===== src/hdl/psfb_pkg.sv =====
package psfb_pkg;

    localparam int MAX_WIDTH_DEF  = 256;
    localparam int MAX_HEIGHT_DEF = 256;

    localparam int MODE_W  = 3;
    localparam int COORD_W = 8;
    localparam int CHAN_W  = 8;
    localparam int FMT_W   = 3;
    localparam int SIZE_W  = 9;
    localparam int WORD_W  = 32;
    localparam int PROD_W  = 2 * CHAN_W;
    localparam int CFG_IDX_W = 2;
    localparam int CFG_DAT_W = 9;
    localparam int IN_DATA_W  = 64;
    localparam int OUT_DATA_W = 48;

    localparam logic [FMT_W-1:0] FMT_I4       = 3'd0;
    localparam logic [FMT_W-1:0] FMT_I8       = 3'd1;
    localparam logic [FMT_W-1:0] FMT_RGB565   = 3'd2;
    localparam logic [FMT_W-1:0] FMT_RGB888   = 3'd3;
    localparam logic [FMT_W-1:0] FMT_RGBA4444 = 3'd4;
    localparam logic [FMT_W-1:0] FMT_RGBA8888 = 3'd5;

    localparam logic [MODE_W-1:0] MODE_WR_INDEX = 3'd0;
    localparam logic [MODE_W-1:0] MODE_WR_COLOR = 3'd1;
    localparam logic [MODE_W-1:0] MODE_BLEND    = 3'd2;
    localparam logic [MODE_W-1:0] MODE_RD_INDEX = 3'd3;
    localparam logic [MODE_W-1:0] MODE_RD_COLOR = 3'd4;

    localparam logic [CFG_IDX_W-1:0] CFG_FORMAT = 2'd0;
    localparam logic [CFG_IDX_W-1:0] CFG_DITHER = 2'd1;
    localparam logic [CFG_IDX_W-1:0] CFG_WIDTH  = 2'd2;
    localparam logic [CFG_IDX_W-1:0] CFG_HEIGHT = 2'd3;

    localparam logic [2:0] DITH8 [64] = '{
        3'd1, 3'd6, 3'd2, 3'd7, 3'd1, 3'd6, 3'd2, 3'd7,
        3'd4, 3'd2, 3'd5, 3'd4, 3'd4, 3'd3, 3'd6, 3'd4,
        3'd1, 3'd7, 3'd1, 3'd6, 3'd2, 3'd7, 3'd1, 3'd7,
        3'd5, 3'd3, 3'd5, 3'd3, 3'd5, 3'd4, 3'd5, 3'd3,
        3'd1, 3'd6, 3'd2, 3'd7, 3'd1, 3'd6, 3'd2, 3'd7,
        3'd4, 3'd3, 3'd6, 3'd4, 3'd4, 3'd2, 3'd6, 3'd4,
        3'd2, 3'd7, 3'd1, 3'd7, 3'd2, 3'd7, 3'd1, 3'd6,
        3'd5, 3'd3, 3'd5, 3'd3, 3'd5, 3'd3, 3'd5, 3'd3
    };

    localparam logic [1:0] DITH4 [64] = '{
        2'd1, 2'd3, 2'd1, 2'd3, 2'd1, 2'd3, 2'd1, 2'd3,
        2'd2, 2'd1, 2'd3, 2'd2, 2'd2, 2'd1, 2'd3, 2'd2,
        2'd1, 2'd3, 2'd1, 2'd3, 2'd1, 2'd3, 2'd1, 2'd3,
        2'd2, 2'd2, 2'd2, 2'd1, 2'd3, 2'd2, 2'd2, 2'd2,
        2'd1, 2'd3, 2'd1, 2'd3, 2'd1, 2'd3, 2'd1, 2'd3,
        2'd2, 2'd1, 2'd3, 2'd2, 2'd2, 2'd1, 2'd3, 2'd2,
        2'd1, 2'd3, 2'd1, 2'd3, 2'd1, 2'd3, 2'd1, 2'd3,
        2'd3, 2'd2, 2'd2, 2'd2, 2'd2, 2'd2, 2'd2, 2'd2
    };

    localparam logic [3:0] DITH16 [64] = '{
        4'd1,  4'd12, 4'd4,  4'd15, 4'd1,  4'd13, 4'd4,  4'd15,
        4'd8,  4'd4,  4'd11, 4'd7,  4'd9,  4'd5,  4'd12, 4'd8,
        4'd3,  4'd14, 4'd2,  4'd13, 4'd3,  4'd15, 4'd2,  4'd14,
        4'd10, 4'd6,  4'd9,  4'd5,  4'd11, 4'd7,  4'd10, 4'd6,
        4'd1,  4'd12, 4'd4,  4'd15, 4'd1,  4'd12, 4'd4,  4'd15,
        4'd9,  4'd5,  4'd12, 4'd8,  4'd8,  4'd5,  4'd11, 4'd8,
        4'd3,  4'd14, 4'd2,  4'd13, 4'd3,  4'd14, 4'd2,  4'd13,
        4'd11, 4'd7,  4'd10, 4'd6,  4'd10, 4'd7,  4'd9,  4'd6
    };

    typedef struct packed {
        logic [MODE_W-1:0]  mode;
        logic [COORD_W-1:0] x_pos;
        logic [COORD_W-1:0] y_pos;
        logic [CHAN_W-1:0]  pixel_index;
        logic [CHAN_W-1:0]  red_in;
        logic [CHAN_W-1:0]  green_in;
        logic [CHAN_W-1:0]  blue_in;
        logic [CHAN_W-1:0]  alpha_in;
    } t_req;

    typedef struct packed {
        logic [FMT_W-1:0] pixel_format;
        logic             dither_enable;
        logic             in_range;
    } t_ctl;

    typedef struct packed {
        logic              ok;
        logic [CHAN_W-1:0] index_out;
        logic [CHAN_W-1:0] red_out;
        logic [CHAN_W-1:0] green_out;
        logic [CHAN_W-1:0] blue_out;
        logic [CHAN_W-1:0] alpha_out;
    } t_res;

    function automatic logic [CHAN_W-1:0] sat_add(input logic [CHAN_W-1:0] v,
                                                  input logic [3:0] d);
        logic [CHAN_W:0] s;
        s = {1'b0, v} + {5'b0, d};
        return s[CHAN_W] ? 8'hFF : s[CHAN_W-1:0];
    endfunction

    // Exact floor(p / 255) for any product of two eight-bit values.
    function automatic logic [CHAN_W-1:0] div255(input logic [PROD_W-1:0] p);
        logic [PROD_W:0] t;
        t = {1'b0, p} + 17'd1 + {9'b0, p[PROD_W-1:CHAN_W]};
        return t[PROD_W-1:CHAN_W];
    endfunction

    function automatic logic [WORD_W-1:0] pack565(input logic [CHAN_W-1:0] r,
                                                  input logic [CHAN_W-1:0] g,
                                                  input logic [CHAN_W-1:0] b);
        return {16'b0, r[7:3], g[7:2], b[7:3]};
    endfunction

    function automatic logic [WORD_W-1:0] pack4444(input logic [CHAN_W-1:0] r,
                                                   input logic [CHAN_W-1:0] g,
                                                   input logic [CHAN_W-1:0] b,
                                                   input logic [CHAN_W-1:0] a);
        return {16'b0, r[7:4], g[7:4], b[7:4], a[7:4]};
    endfunction

endpackage


===== src/hdl/psfb_pix.sv =====
module psfb_pix (
    input  logic                        i_clk,
    input  logic                        i_mul_en,
    input  psfb_pkg::t_req              i_req,
    input  psfb_pkg::t_ctl              i_ctl,
    input  logic [psfb_pkg::WORD_W-1:0] i_rdata,
    output logic                        o_we,
    output logic [psfb_pkg::WORD_W-1:0] o_wdata,
    output psfb_pkg::t_res              o_res
);

    logic [psfb_pkg::PROD_W-1:0] r_pd [3];
    logic [psfb_pkg::PROD_W-1:0] r_ps [3];
    logic [psfb_pkg::CHAN_W-1:0] dst [3];
    logic [psfb_pkg::CHAN_W-1:0] src [3];
    logic [psfb_pkg::CHAN_W-1:0] mixed [3];
    logic [psfb_pkg::CHAN_W-1:0] inv_a;
    logic [psfb_pkg::CHAN_W:0]   sum [3];
    logic [5:0]                  di;
    logic [psfb_pkg::WORD_W-1:0] dith_word;
    logic [psfb_pkg::WORD_W-1:0] v;
    logic                        indexed;
    logic                        color;
    logic                        is_wr_idx;
    logic                        is_rd_idx;
    logic                        is_wr_col;
    logic                        is_rd_col;
    logic                        dith;
    logic [psfb_pkg::FMT_W-1:0]  fmt;
    logic [psfb_pkg::CHAN_W-1:0] r4;
    logic [psfb_pkg::CHAN_W-1:0] r5;
    logic [psfb_pkg::CHAN_W-1:0] g6;
    logic [psfb_pkg::CHAN_W-1:0] b5;

    assign v     = i_rdata;
    assign fmt   = i_ctl.pixel_format;
    assign inv_a = 8'd255 - i_req.alpha_in;
    assign di    = {i_req.y_pos[2:0], i_req.x_pos[2:0]};

    assign indexed = (fmt == psfb_pkg::FMT_I4) || (fmt == psfb_pkg::FMT_I8);
    assign color   = (fmt == psfb_pkg::FMT_RGB565) || (fmt == psfb_pkg::FMT_RGB888) ||
                     (fmt == psfb_pkg::FMT_RGBA4444) || (fmt == psfb_pkg::FMT_RGBA8888);
    assign is_wr_idx = i_ctl.in_range && indexed && (i_req.mode == psfb_pkg::MODE_WR_INDEX);
    assign is_rd_idx = i_ctl.in_range && indexed && (i_req.mode == psfb_pkg::MODE_RD_INDEX);
    assign is_wr_col = i_ctl.in_range && color &&
                       ((i_req.mode == psfb_pkg::MODE_WR_COLOR) ||
                        (i_req.mode == psfb_pkg::MODE_BLEND));
    assign is_rd_col = i_ctl.in_range && color && (i_req.mode == psfb_pkg::MODE_RD_COLOR);
    assign dith = i_ctl.dither_enable &&
                  ((fmt == psfb_pkg::FMT_RGB565) || (fmt == psfb_pkg::FMT_RGBA4444));

    assign src[0] = i_req.red_in;
    assign src[1] = i_req.green_in;
    assign src[2] = i_req.blue_in;

    always_comb begin
        case (fmt)
            psfb_pkg::FMT_RGBA4444: begin
                dst[0] = {v[15:12], 4'b0};
                dst[1] = {v[11:8], 4'b0};
                dst[2] = {v[7:4], 4'b0};
            end
            psfb_pkg::FMT_RGB888: begin
                dst[0] = v[23:16];
                dst[1] = v[15:8];
                dst[2] = v[7:0];
            end
            default: begin
                dst[0] = v[31:24];
                dst[1] = v[23:16];
                dst[2] = v[15:8];
            end
        endcase
    end

    always_ff @(posedge i_clk) begin
        if (i_mul_en) begin
            for (int k = 0; k < 3; k++) begin
                r_pd[k] <= {{psfb_pkg::CHAN_W{1'b0}}, dst[k]} *
                           {{psfb_pkg::CHAN_W{1'b0}}, inv_a};
                r_ps[k] <= {{psfb_pkg::CHAN_W{1'b0}}, src[k]} *
                           {{psfb_pkg::CHAN_W{1'b0}}, i_req.alpha_in};
            end
        end
    end

    always_comb begin
        for (int k = 0; k < 3; k++) begin
            sum[k]   = {1'b0, psfb_pkg::div255(r_pd[k])} + {1'b0, psfb_pkg::div255(r_ps[k])};
            mixed[k] = sum[k][psfb_pkg::CHAN_W] ? 8'hFF : sum[k][psfb_pkg::CHAN_W-1:0];
        end
    end

    always_comb begin
        if (fmt == psfb_pkg::FMT_RGB565) begin
            dith_word = psfb_pkg::pack565(
                psfb_pkg::sat_add(i_req.red_in, {1'b0, psfb_pkg::DITH8[di]}),
                psfb_pkg::sat_add(i_req.green_in, {2'b0, psfb_pkg::DITH4[di]}),
                psfb_pkg::sat_add(i_req.blue_in, {1'b0, psfb_pkg::DITH8[di]}));
        end else begin
            dith_word = psfb_pkg::pack4444(
                psfb_pkg::sat_add(i_req.red_in, psfb_pkg::DITH16[di]),
                psfb_pkg::sat_add(i_req.green_in, psfb_pkg::DITH16[di]),
                psfb_pkg::sat_add(i_req.blue_in, psfb_pkg::DITH16[di]),
                psfb_pkg::sat_add(i_req.alpha_in, psfb_pkg::DITH16[di]));
        end
    end

    always_comb begin
        o_we    = is_wr_idx || is_wr_col;
        o_wdata = '0;
        if (is_wr_idx) begin
            o_wdata = (fmt == psfb_pkg::FMT_I4) ? {28'b0, i_req.pixel_index[3:0]}
                                                : {24'b0, i_req.pixel_index};
        end else if (dith || (i_req.mode == psfb_pkg::MODE_BLEND &&
                              fmt == psfb_pkg::FMT_RGB565)) begin
            o_wdata = dith_word;
        end else if (i_req.mode == psfb_pkg::MODE_WR_COLOR) begin
            case (fmt)
                psfb_pkg::FMT_RGB565:
                    o_wdata = psfb_pkg::pack565(i_req.red_in, i_req.green_in, i_req.blue_in);
                psfb_pkg::FMT_RGB888:
                    o_wdata = {8'b0, i_req.red_in, i_req.green_in, i_req.blue_in};
                psfb_pkg::FMT_RGBA4444:
                    o_wdata = psfb_pkg::pack4444(i_req.red_in, i_req.green_in,
                                                 i_req.blue_in, i_req.alpha_in);
                default:
                    o_wdata = {i_req.red_in, i_req.green_in, i_req.blue_in, i_req.alpha_in};
            endcase
        end else if (fmt == psfb_pkg::FMT_RGBA4444) begin
            o_wdata = {16'b0, mixed[0][7:4], mixed[1][7:4], mixed[2][7:4], v[3:0]};
        end else if (fmt == psfb_pkg::FMT_RGB888) begin
            o_wdata = {8'b0, mixed[0], mixed[1], mixed[2]};
        end else begin
            o_wdata = {mixed[0], mixed[1], mixed[2], v[7:0]};
        end
    end

    assign r4 = {v[15:12], v[15:12]};
    assign r5 = {v[15:11], v[15:13]};
    assign g6 = {v[10:5], v[10:9]};
    assign b5 = {v[4:0], v[4:2]};

    always_comb begin
        o_res    = '0;
        o_res.ok = is_wr_idx || is_rd_idx || is_wr_col || is_rd_col;
        if (is_rd_idx) begin
            o_res.index_out = (fmt == psfb_pkg::FMT_I4) ? {4'b0, v[3:0]} : v[7:0];
        end
        if (is_rd_col) begin
            o_res.alpha_out = 8'hFF;
            case (fmt)
                psfb_pkg::FMT_RGB565: begin
                    o_res.red_out   = r5;
                    o_res.green_out = g6;
                    o_res.blue_out  = b5;
                end
                psfb_pkg::FMT_RGB888: begin
                    o_res.red_out   = v[23:16];
                    o_res.green_out = v[15:8];
                    o_res.blue_out  = v[7:0];
                end
                psfb_pkg::FMT_RGBA4444: begin
                    o_res.red_out   = r4;
                    o_res.green_out = {v[11:8], v[11:8]};
                    o_res.blue_out  = {v[7:4], v[7:4]};
                    o_res.alpha_out = {v[3:0], v[3:0]};
                end
                default: begin
                    o_res.red_out   = v[31:24];
                    o_res.green_out = v[23:16];
                    o_res.blue_out  = v[15:8];
                    o_res.alpha_out = v[7:0];
                end
            endcase
        end
    end

endmodule


===== config.mk =====
export PLATFORM = sky130hd
export DESIGN_NAME = psfb_pix
export DESIGN_NICKNAME = d
export VERILOG_FILES = /design/src/hdl/psfb_pkg.sv /design/src/hdl/psfb_pix.sv
export SDC_FILE = /design/constraint.sdc
export NUM_CORES = 1
export LEC_CHECK = 0
export ABC_AREA = 1
export ABC_CLOCK_PERIOD_IN_PS = 12950
export BUFFER_PORTS_ARGS = -buffer_cell sky130_fd_sc_hd__buf_2
export CORE_ASPECT_RATIO = 1.25
export CORE_MARGIN = 8
export CORE_UTILIZATION = 65
export CTS_BUF_LIST = sky130_fd_sc_hd__clkbuf_4
export DETAILED_ROUTE_END_ITERATION = 16
export MAX_ROUTING_LAYER = met4
export PLACE_DENSITY = 0.84
export SLEW_MARGIN = 0
export SYNTH_ARGS = -nofsm -noshare
export SYNTH_HDL_FRONTEND = slang
export SYNTH_SLANG_ARGS = --single-unit

===== constraint.sdc =====
create_clock -name i_clk -period 12.95 [get_ports i_clk]
set_input_delay 0.6475 -clock i_clk [delete_from_list [all_inputs] [get_ports i_clk]]
set_output_delay 0.6475 -clock i_clk [all_outputs]
set_load 0.01 [all_outputs]

==> flow_metrics.env, run 1 <==
export IMPL_syn_nets=3668
export IMPL_post_cts_resized=0
export IMPL_ys_flop_type="edfxtp_1"
export IMPL_fmax_mhz=151
export IMPL_layout_nets=3745
export IMPL_leakagePower_nw=13.2
export IMPL_die_h_um=223
export IMPL_grt_antenna_before_repair=6
export IMPL_criticalPathCategory="in2reg"
export IMPL_wl_per_cell_um=18.5
export IMPL_clk_pin_slew_worst_paths_ns=0.16
export IMPL_dr_pass1_iters=6
export IMPL_viasPerCell=5.99
export IMPL_vias=21300
export IMPL_cts_hold_buf=0
export IMPL_grt_pass1_vias=21700
export IMPL_core_area_um2=33600
export IMPL_drtIter0Drc=1596
export IMPL_synth_seq_area_share=0.130
export IMPL_power_density_nw_per_um2=184
export IMPL_drive_gt1_frac=0.0758
export IMPL_avgSynthCellArea_um2=7.29
export IMPL_ys_types=56
export IMPL_tightest_slew_ns=0.984
export IMPL_synthCells=3043
export IMPL_cp_max_fo=41
export IMPL_num_rows=75
export IMPL_place_gp_congestion=1.01
export IMPL_setup_viol=0
export IMPL_placed_area_um2=23200
export IMPL_ios=172
export IMPL_hold_viol=0
export IMPL_power_mw=4.29
export IMPL_grt_overflow_total=0
export IMPL_fin_tns_setup_ns=0
export IMPL_cts_path_max_buffers=2
export IMPL_finalWirelength_mm=65.9
export IMPL_finalInstanceArea_um2=23300
export IMPL_outcome="finished, final reports clean"
export IMPL_clock_sinks=96
export IMPL_grtUsageTotal=0.333
export IMPL_dp_hpwl_mm=51.6
export IMPL_crit_arrival_ns=6.86
export IMPL_io_buffers=161
export IMPL_cp_end_kind="register"
export IMPL_slew_headroom=0.344
export IMPL_timing_final_ws_setup_ns=6.35
export IMPL_area_growth_pct=5.16
export IMPL_ctsRootBufferMaster="clkbuf_4"
export IMPL_grt_pass1_wl_mm=106
export IMPL_required_ns=13.21
export IMPL_fillers=2813
export IMPL_synth_area_um2=22200
export IMPL_fin_crit_sh=0.510
export IMPL_hold_end="r_pd[0][46]$_DFFE_PP_"
export IMPL_htreeDepth=3
export IMPL_cap_violations=0
export IMPL_die_w_um=181
export IMPL_min_delay_path_depth=1
export IMPL_grt_start_max_net_pins=75
export IMPL_start_kind="input pin"
export IMPL_min_path_type="in2reg"
export IMPL_hp_start="i_mul_en"
export IMPL_synth_warnings=0
export IMPL_start_util=0.661
export IMPL_die_area_um2=40300
export IMPL_period_minus_slack_ns=6.60
export IMPL_cts_setup_buffers=0
export IMPL_ys_ff_latch=96
export IMPL_rsz0062_at_grt="no"
export IMPL_synth_edff_count=96
export IMPL_cts_tree="yes"
export IMPL_report_final_slew_viol_count=0
export IMPL_dp_slack_ns=5.88
export IMPL_drc=0
export IMPL_cts_made_buffers=9
export IMPL_ir_drop_mv=0.152
export IMPL_antenna_left=0
export IMPL_synthArstFlopShare=0
[metrics by stage]
stage | utilization | cells | hold WS, ns
2_1_floorplan | - | 3043 | 0.760
3_3_place_gp | 0.690 | 3532 | 1.07
3_5_place_dp | 0.690 | 3532 | 1.07
4_1_cts | 0.694 | 3548 | 0.544
5_1_grt | 0.695 | 3552 | 0.550
6_report | 0.695 | 3553 | 0.561
[final cells by class]
| class | instances | area [µm²] | share of cell area |
|---|---|---|---|
| Antenna cell | 5 | 12.5 | 0.000536 |
| Timing Repair Buffer | 175 | 913 | 0.0391 |
| Multi-Input combinational cell | 2222 | 16500 | 0.709 |
| Sequential cell | 96 | 2880 | 0.124 |
| Clock buffer | 10 | 75.1 | 0.00322 |
| Tap cell | 423 | 529 | 0.0227 |
| Clock inverter | 6 | 67.6 | 0.00290 |
| Inverter | 616 | 2310 | 0.0992 |
[sequential cells by signal, summed over array words and instances, names as in the netlist]
| register | cells |
|---|---|
| r_pd | 48 |
| r_ps | 48 |
[synth_stat cells, types with 10 or more instances]
master | count | area (µm²)
xnor2_1 | 39 | 342
buf_1 | 21 | 78.8
inv_1 | 604 | 2270
or2_2 | 18 | 113
o2111ai_1 | 13 | 114
a31oi_1 | 13 | 81.3
inv_2 | 10 | 37.5
a21o_1 | 12 | 90.1
edfxtp_1 | 96 | 2880
nor3_1 | 23 | 115
nand3_1 | 143 | 716
a211oi_1 | 19 | 143
nand4_1 | 21 | 131
o21ai_0 | 79 | 395
buf_2 | 22 | 110
o22ai_1 | 17 | 106
o221ai_1 | 17 | 149
clkbuf_1 | 60 | 225
o21ai_1 | 11 | 55.1
a221oi_1 | 13 | 114
nor2_1 | 297 | 1110
xor2_1 | 78 | 683
a21oi_1 | 185 | 926
fa_1 | 219 | 4380
nand2_1 | 634 | 2380
o211ai_1 | 10 | 75.1
ha_1 | 308 | 3850
[placed cells by master (no fill, tap or decap), types with 7 or more instances in the layout]
cell type,instances
a211oi_1,19
a21o_1,12
a21oi_1,185
a221oi_1,13
a22oi_1,7
a31oi_1,13
buf_2,160
buf_4,15
clkbuf_4,10
edfxtp_1,96
fa_1,219
ha_1,308
inv_1,604
inv_2,10
nand2_1,634
nand3_1,143
nand4_1,21
nor2_1,297
nor3_1,22
o2111ai_1,13
o211ai_1,10
o21ai_0,79
o21ai_1,11
o221ai_1,17
o22ai_1,17
or2_2,18
xnor2_1,39
xor2_1,78
[worst max-delay path, stage by stage]
cell and delay (ns):
buf_2 0.16, inv_1 0.10, nand3_2 0.37, inv_2 0.32
nor2_4 0.39, buf_4 0.46, nor2_1 0.10, a21oi_1 0.60
nor2_1 0.15, fa_1 0.56, inv_1 0.05, fa_1 0.57
fa_1 0.44, fa_1 0.50, inv_1 0.04, ha_1 0.38
a21oi_1 0.10, o21ai_0 0.14, a21oi_1 0.08, o21ai_0 0.30
a21oi_1 0.11, nor2_1 0.10, nor2_1 0.05, xnor2_1 0.11
[kinds of logic (layout without fill, tap and decap cells)]
| logic type | after synthesis | after routing | share of synthesized area |
|---|---|---|---|
| xor+xnor | 117 | 117 | 0.0462 |
| other cells | 0 | 5 | 0 |
| fa+ha+maj | 527 | 527 | 0.371 |
| simple gates | 1150 | 1150 | 0.211 |
| buf+inv | 725 | 807 | 0.125 |
| compound gates | 428 | 428 | 0.117 |
| flops | 96 | 96 | 0.130 |
[how the worst max path moves through the flow]
| stage | to | cells past startpoint | from |
|---|---|---|---|
| 3_3_place_gp | r_pd[0][46]$_DFFE_PP_ | 24 | i_ctl[2] |
| 6_report | r_pd[0][46]$_DFFE_PP_ | 24 | i_ctl[3] |
| 5_1_grt | r_pd[0][46]$_DFFE_PP_ | 24 | i_ctl[3] |
| 4_1_cts | r_pd[0][46]$_DFFE_PP_ | 24 | i_ctl[3] |
| 2_1_floorplan | r_pd[0][46]$_DFFE_PP_ | 22 | i_ctl[4] |
| 3_5_place_dp | r_pd[0][46]$_DFFE_PP_ | 24 | i_ctl[3] |
[routing by layer]
layer | wire length (µm) | part of all wire | up-vias | track usage
met4 | 3820 | 0.058 | 0 | 0.179
met1 | 24600 | 0.37 | 10100 | 0.384
met5 | 0 | 0 | - | -
met2 | 31300 | 0.47 | 1077 | 0.551
li1 | - | - | 9845 | -
met3 | 6230 | 0.094 | 271 | 0.0570
[report_power, final]
part	internal [mW]	leakage [nW]	switching (mW)
clock	0.0627	0.0803	0.116
sequential	0.556	0.935	0.103
combinational	1.30	12.2	2.16
Power figures use the tool's default switching activity.
==> run 2: changes to the inputs <==
--- a/config.mk
+++ b/config.mk
@@ -5,16 +5,16 @@
 export SDC_FILE = /design/constraint.sdc
 export NUM_CORES = 1
 export LEC_CHECK = 0
-export ABC_AREA = 1
-export ABC_CLOCK_PERIOD_IN_PS = 12950
+export ABC_AREA = 0
+export ABC_CLOCK_PERIOD_IN_PS = 6750
 export BUFFER_PORTS_ARGS = -buffer_cell sky130_fd_sc_hd__buf_2
 export CORE_ASPECT_RATIO = 1.25
 export CORE_MARGIN = 8
-export CORE_UTILIZATION = 65
+export CORE_UTILIZATION = 64
 export CTS_BUF_LIST = sky130_fd_sc_hd__clkbuf_4
 export DETAILED_ROUTE_END_ITERATION = 16
 export MAX_ROUTING_LAYER = met4
-export PLACE_DENSITY = 0.84
+export PLACE_DENSITY = 0.83
 export SLEW_MARGIN = 0
 export SYNTH_ARGS = -nofsm -noshare
 export SYNTH_HDL_FRONTEND = slang
==> constraint.sdc (replaced) <==
create_clock -name i_clk -period 6.75 [get_ports i_clk]
set_input_delay 0.3375 -clock i_clk [delete_from_list [all_inputs] [get_ports i_clk]]
set_output_delay 0.3375 -clock i_clk [all_outputs]
set_load 0.01 [all_outputs]
==> run 2 against run 1 <==
  * Total power grew 98%
  * Combinational power grew 99%
  * Core utilization shrank 0.82 points
  * Routed wire length grew 2.0%
  * Sequential power grew 94%
  * Critical path depth shrank 8
  * Via count shrank 3.7%
==> flow_metrics.env, run 2 <==
export IMPL_drc=0
export IMPL_area_growth_pct=6.23
export IMPL_grt_start_max_net_pins=81
export IMPL_fin_tns_setup_ns=0
export IMPL_synth_warnings=0
export IMPL_netlist_area_leader_share=0.198
export IMPL_synth_most_common_cell="inv_1"
export IMPL_setup_viol=0
export IMPL_largest_registers="r_pd (48), r_ps (48)"
export IMPL_drtIter0Drc=2000
export IMPL_syn_nets=3316
export IMPL_criticalPathCategory="reg2out"
export IMPL_outcome="finished, final reports clean"
export IMPL_htreeDepth=3
export IMPL_hp_start="i_mul_en"
export IMPL_period_minus_slack_ns=5.84
export IMPL_synth_largest_area_cell="fa_1"
export IMPL_post_cts_resized=0
export IMPL_cts_hold_buf=0
export IMPL_ys_ff_latch=96
export IMPL_start_util=0.646
export IMPL_io_buffers=161
export IMPL_synthCells=2691
export IMPL_synth_edff_count=96
export IMPL_cp_end_kind="primary output"
export IMPL_viasPerCell=6.31
export IMPL_cp_max_fo=7
export IMPL_ys_flop_type="edfxtp_1"
export IMPL_synth_seq_area_share=0.130
export IMPL_cts_tree="yes"
export IMPL_final_common_cell="inv_1"
export IMPL_crit_arrival_ns=5.51
export IMPL_vias=20500
export IMPL_ys_types=83
export IMPL_cts_made_buffers=9
export IMPL_report_final_slew_viol_count=0
export IMPL_utilization=0.687
export IMPL_wl_per_cell_um=20.7
export IMPL_num_rows=76
export IMPL_place_gp_congestion=1.01
export IMPL_grt_pass1_vias=20700
export IMPL_slew_headroom=0.265
export IMPL_grtUsageTotal=0.334
export IMPL_ir_drop_mv=0.209
export IMPL_clk_pin_slew_worst_paths_ns=0.15
export IMPL_power_density_nw_per_um2=360
export IMPL_required_ns=6.41
export IMPL_ctsRootBufferMaster="clkbuf_4"
export IMPL_synth_area_um2=22200
export IMPL_fmax_mhz=171
export IMPL_fin_crit_sh=0.866
export IMPL_layout_nets=3398
export IMPL_final_cell_mix="336 x inv_1, 323 x nor2_1, 308 x ha_1, 229 x nand2_1, 219 x fa_1"
export IMPL_die_h_um=224
export IMPL_ys_top_cells_by_area="fa_1 20%, ha_1 17%, edfxtp_1 13%"
export IMPL_core_area_um2=34300
export IMPL_cts_setup_buffers=0
export IMPL_clock_sinks=96
export IMPL_final_cells=3249
export IMPL_grt_pass1_wl_mm=106
export IMPL_rsz0062_at_grt="no"
export IMPL_dr_pass1_iters=6
export IMPL_drive_gt1_frac=0.103
export IMPL_dp_hpwl_mm=53.0
export IMPL_synthArstFlopShare=0
export IMPL_min_path_type="in2reg"
export IMPL_cap_violations=0
export IMPL_cts_path_max_buffers=2
export IMPL_start_kind="register"
export IMPL_ios=172
export IMPL_grt_overflow_total=0
export IMPL_die_area_um2=40900
export IMPL_synth_commonest_cells="336 x inv_1, 325 x nor2_1, 308 x ha_1"
export IMPL_tightest_slew_ns=1.09
export IMPL_placed_cells=3230
export IMPL_finalWirelength_mm=67.2
export IMPL_antenna_left=0
export IMPL_leakagePower_nw=11.5
export IMPL_die_w_um=183
export IMPL_hold_viol=0
export IMPL_grt_antenna_before_repair=2
export IMPL_avgSynthCellArea_um2=8.24
export IMPL_startpoint="r_pd[0][25]$_DFFE_PP_"
## run 2: layout make-up
type                            count  area (µm²)
Clock inverter                      6        68.8
Timing Repair Buffer              212        1190
Inverter                          337        1260
Antenna cell                        3        7.51
Fill cell                        2712       10800
Sequential cell                    96        2880
Clock buffer                       10        75.1
Multi-Input combinational cell   2117       17500
Tap cell                          468         586
## run 2: logic make-up after synthesis
family / synth area share
XOR/XNOR: 0.0525
flip-flops: 0.130
AND/OR/NAND/NOR: 0.202
buffers and inverters: 0.0828
AO/OA/AOI/OAI: 0.145
adder cells (fa/ha/maj): 0.371
multiplexers: 0.0170
## run 2: critical path, stage by stage (launching register included)
cell	delay, ns
edfxtp_1	0.52
ha_1	0.31
o21ai_0	0.07
nand2b_1	0.08
a21oi_1	0.07
o211a_1	0.23
a211oi_1	0.65
xor2_1	0.36
fa_1	0.56
a211oi_1	0.39
o21ai_0	0.15
a211o_1	0.32
a21boi_0	0.35
o21ai_0	0.17
a21oi_1	0.27
o221ai_1	0.23
buf_2	0.20
## run 2: metrics by stage
step                power, mW  setup WS [ns]  hold slack, ns  instance area (µm²)
finish                   8.49          0.906           0.144                23600
global route             9.24          0.506           0.142                23600
CTS                      8.37          0.968           0.119                23600
detailed placement       7.97          0.634           0.721                23400
global placement         7.73          0.723           0.717                23400
floorplan                6.11           1.11           0.450                22200
## run 2: metal layers
layer	vias up	track usage	routed length (µm)
met5	-	-	0
met4	0	0.165	3510
met3	244	0.0572	6590
met2	1153	0.549	32000
met1	9853	0.391	25100
li1	9241	-	-
## run 2: report_power, final
| part | total [mW] | internal [mW] | switching (mW) | leakage [nW] |
|---|---|---|---|---|
| Clock | 0.351 | 0.118 | 0.232 | 0.0722 |
| Combinational | 6.86 | 2.84 | 4.02 | 10.5 |
| Sequential | 1.28 | 1.06 | 0.214 | 0.935 |
| Total | 8.49 | 4.02 | 4.47 | 11.5 |
## run 2: path summary, 6_finish.rpt
kind / endpoint / cells past startpoint
worst max-delay path: o_wdata[10] / 16
worst min-delay path: r_ps[0][41]$_DFFE_PP_ / 1
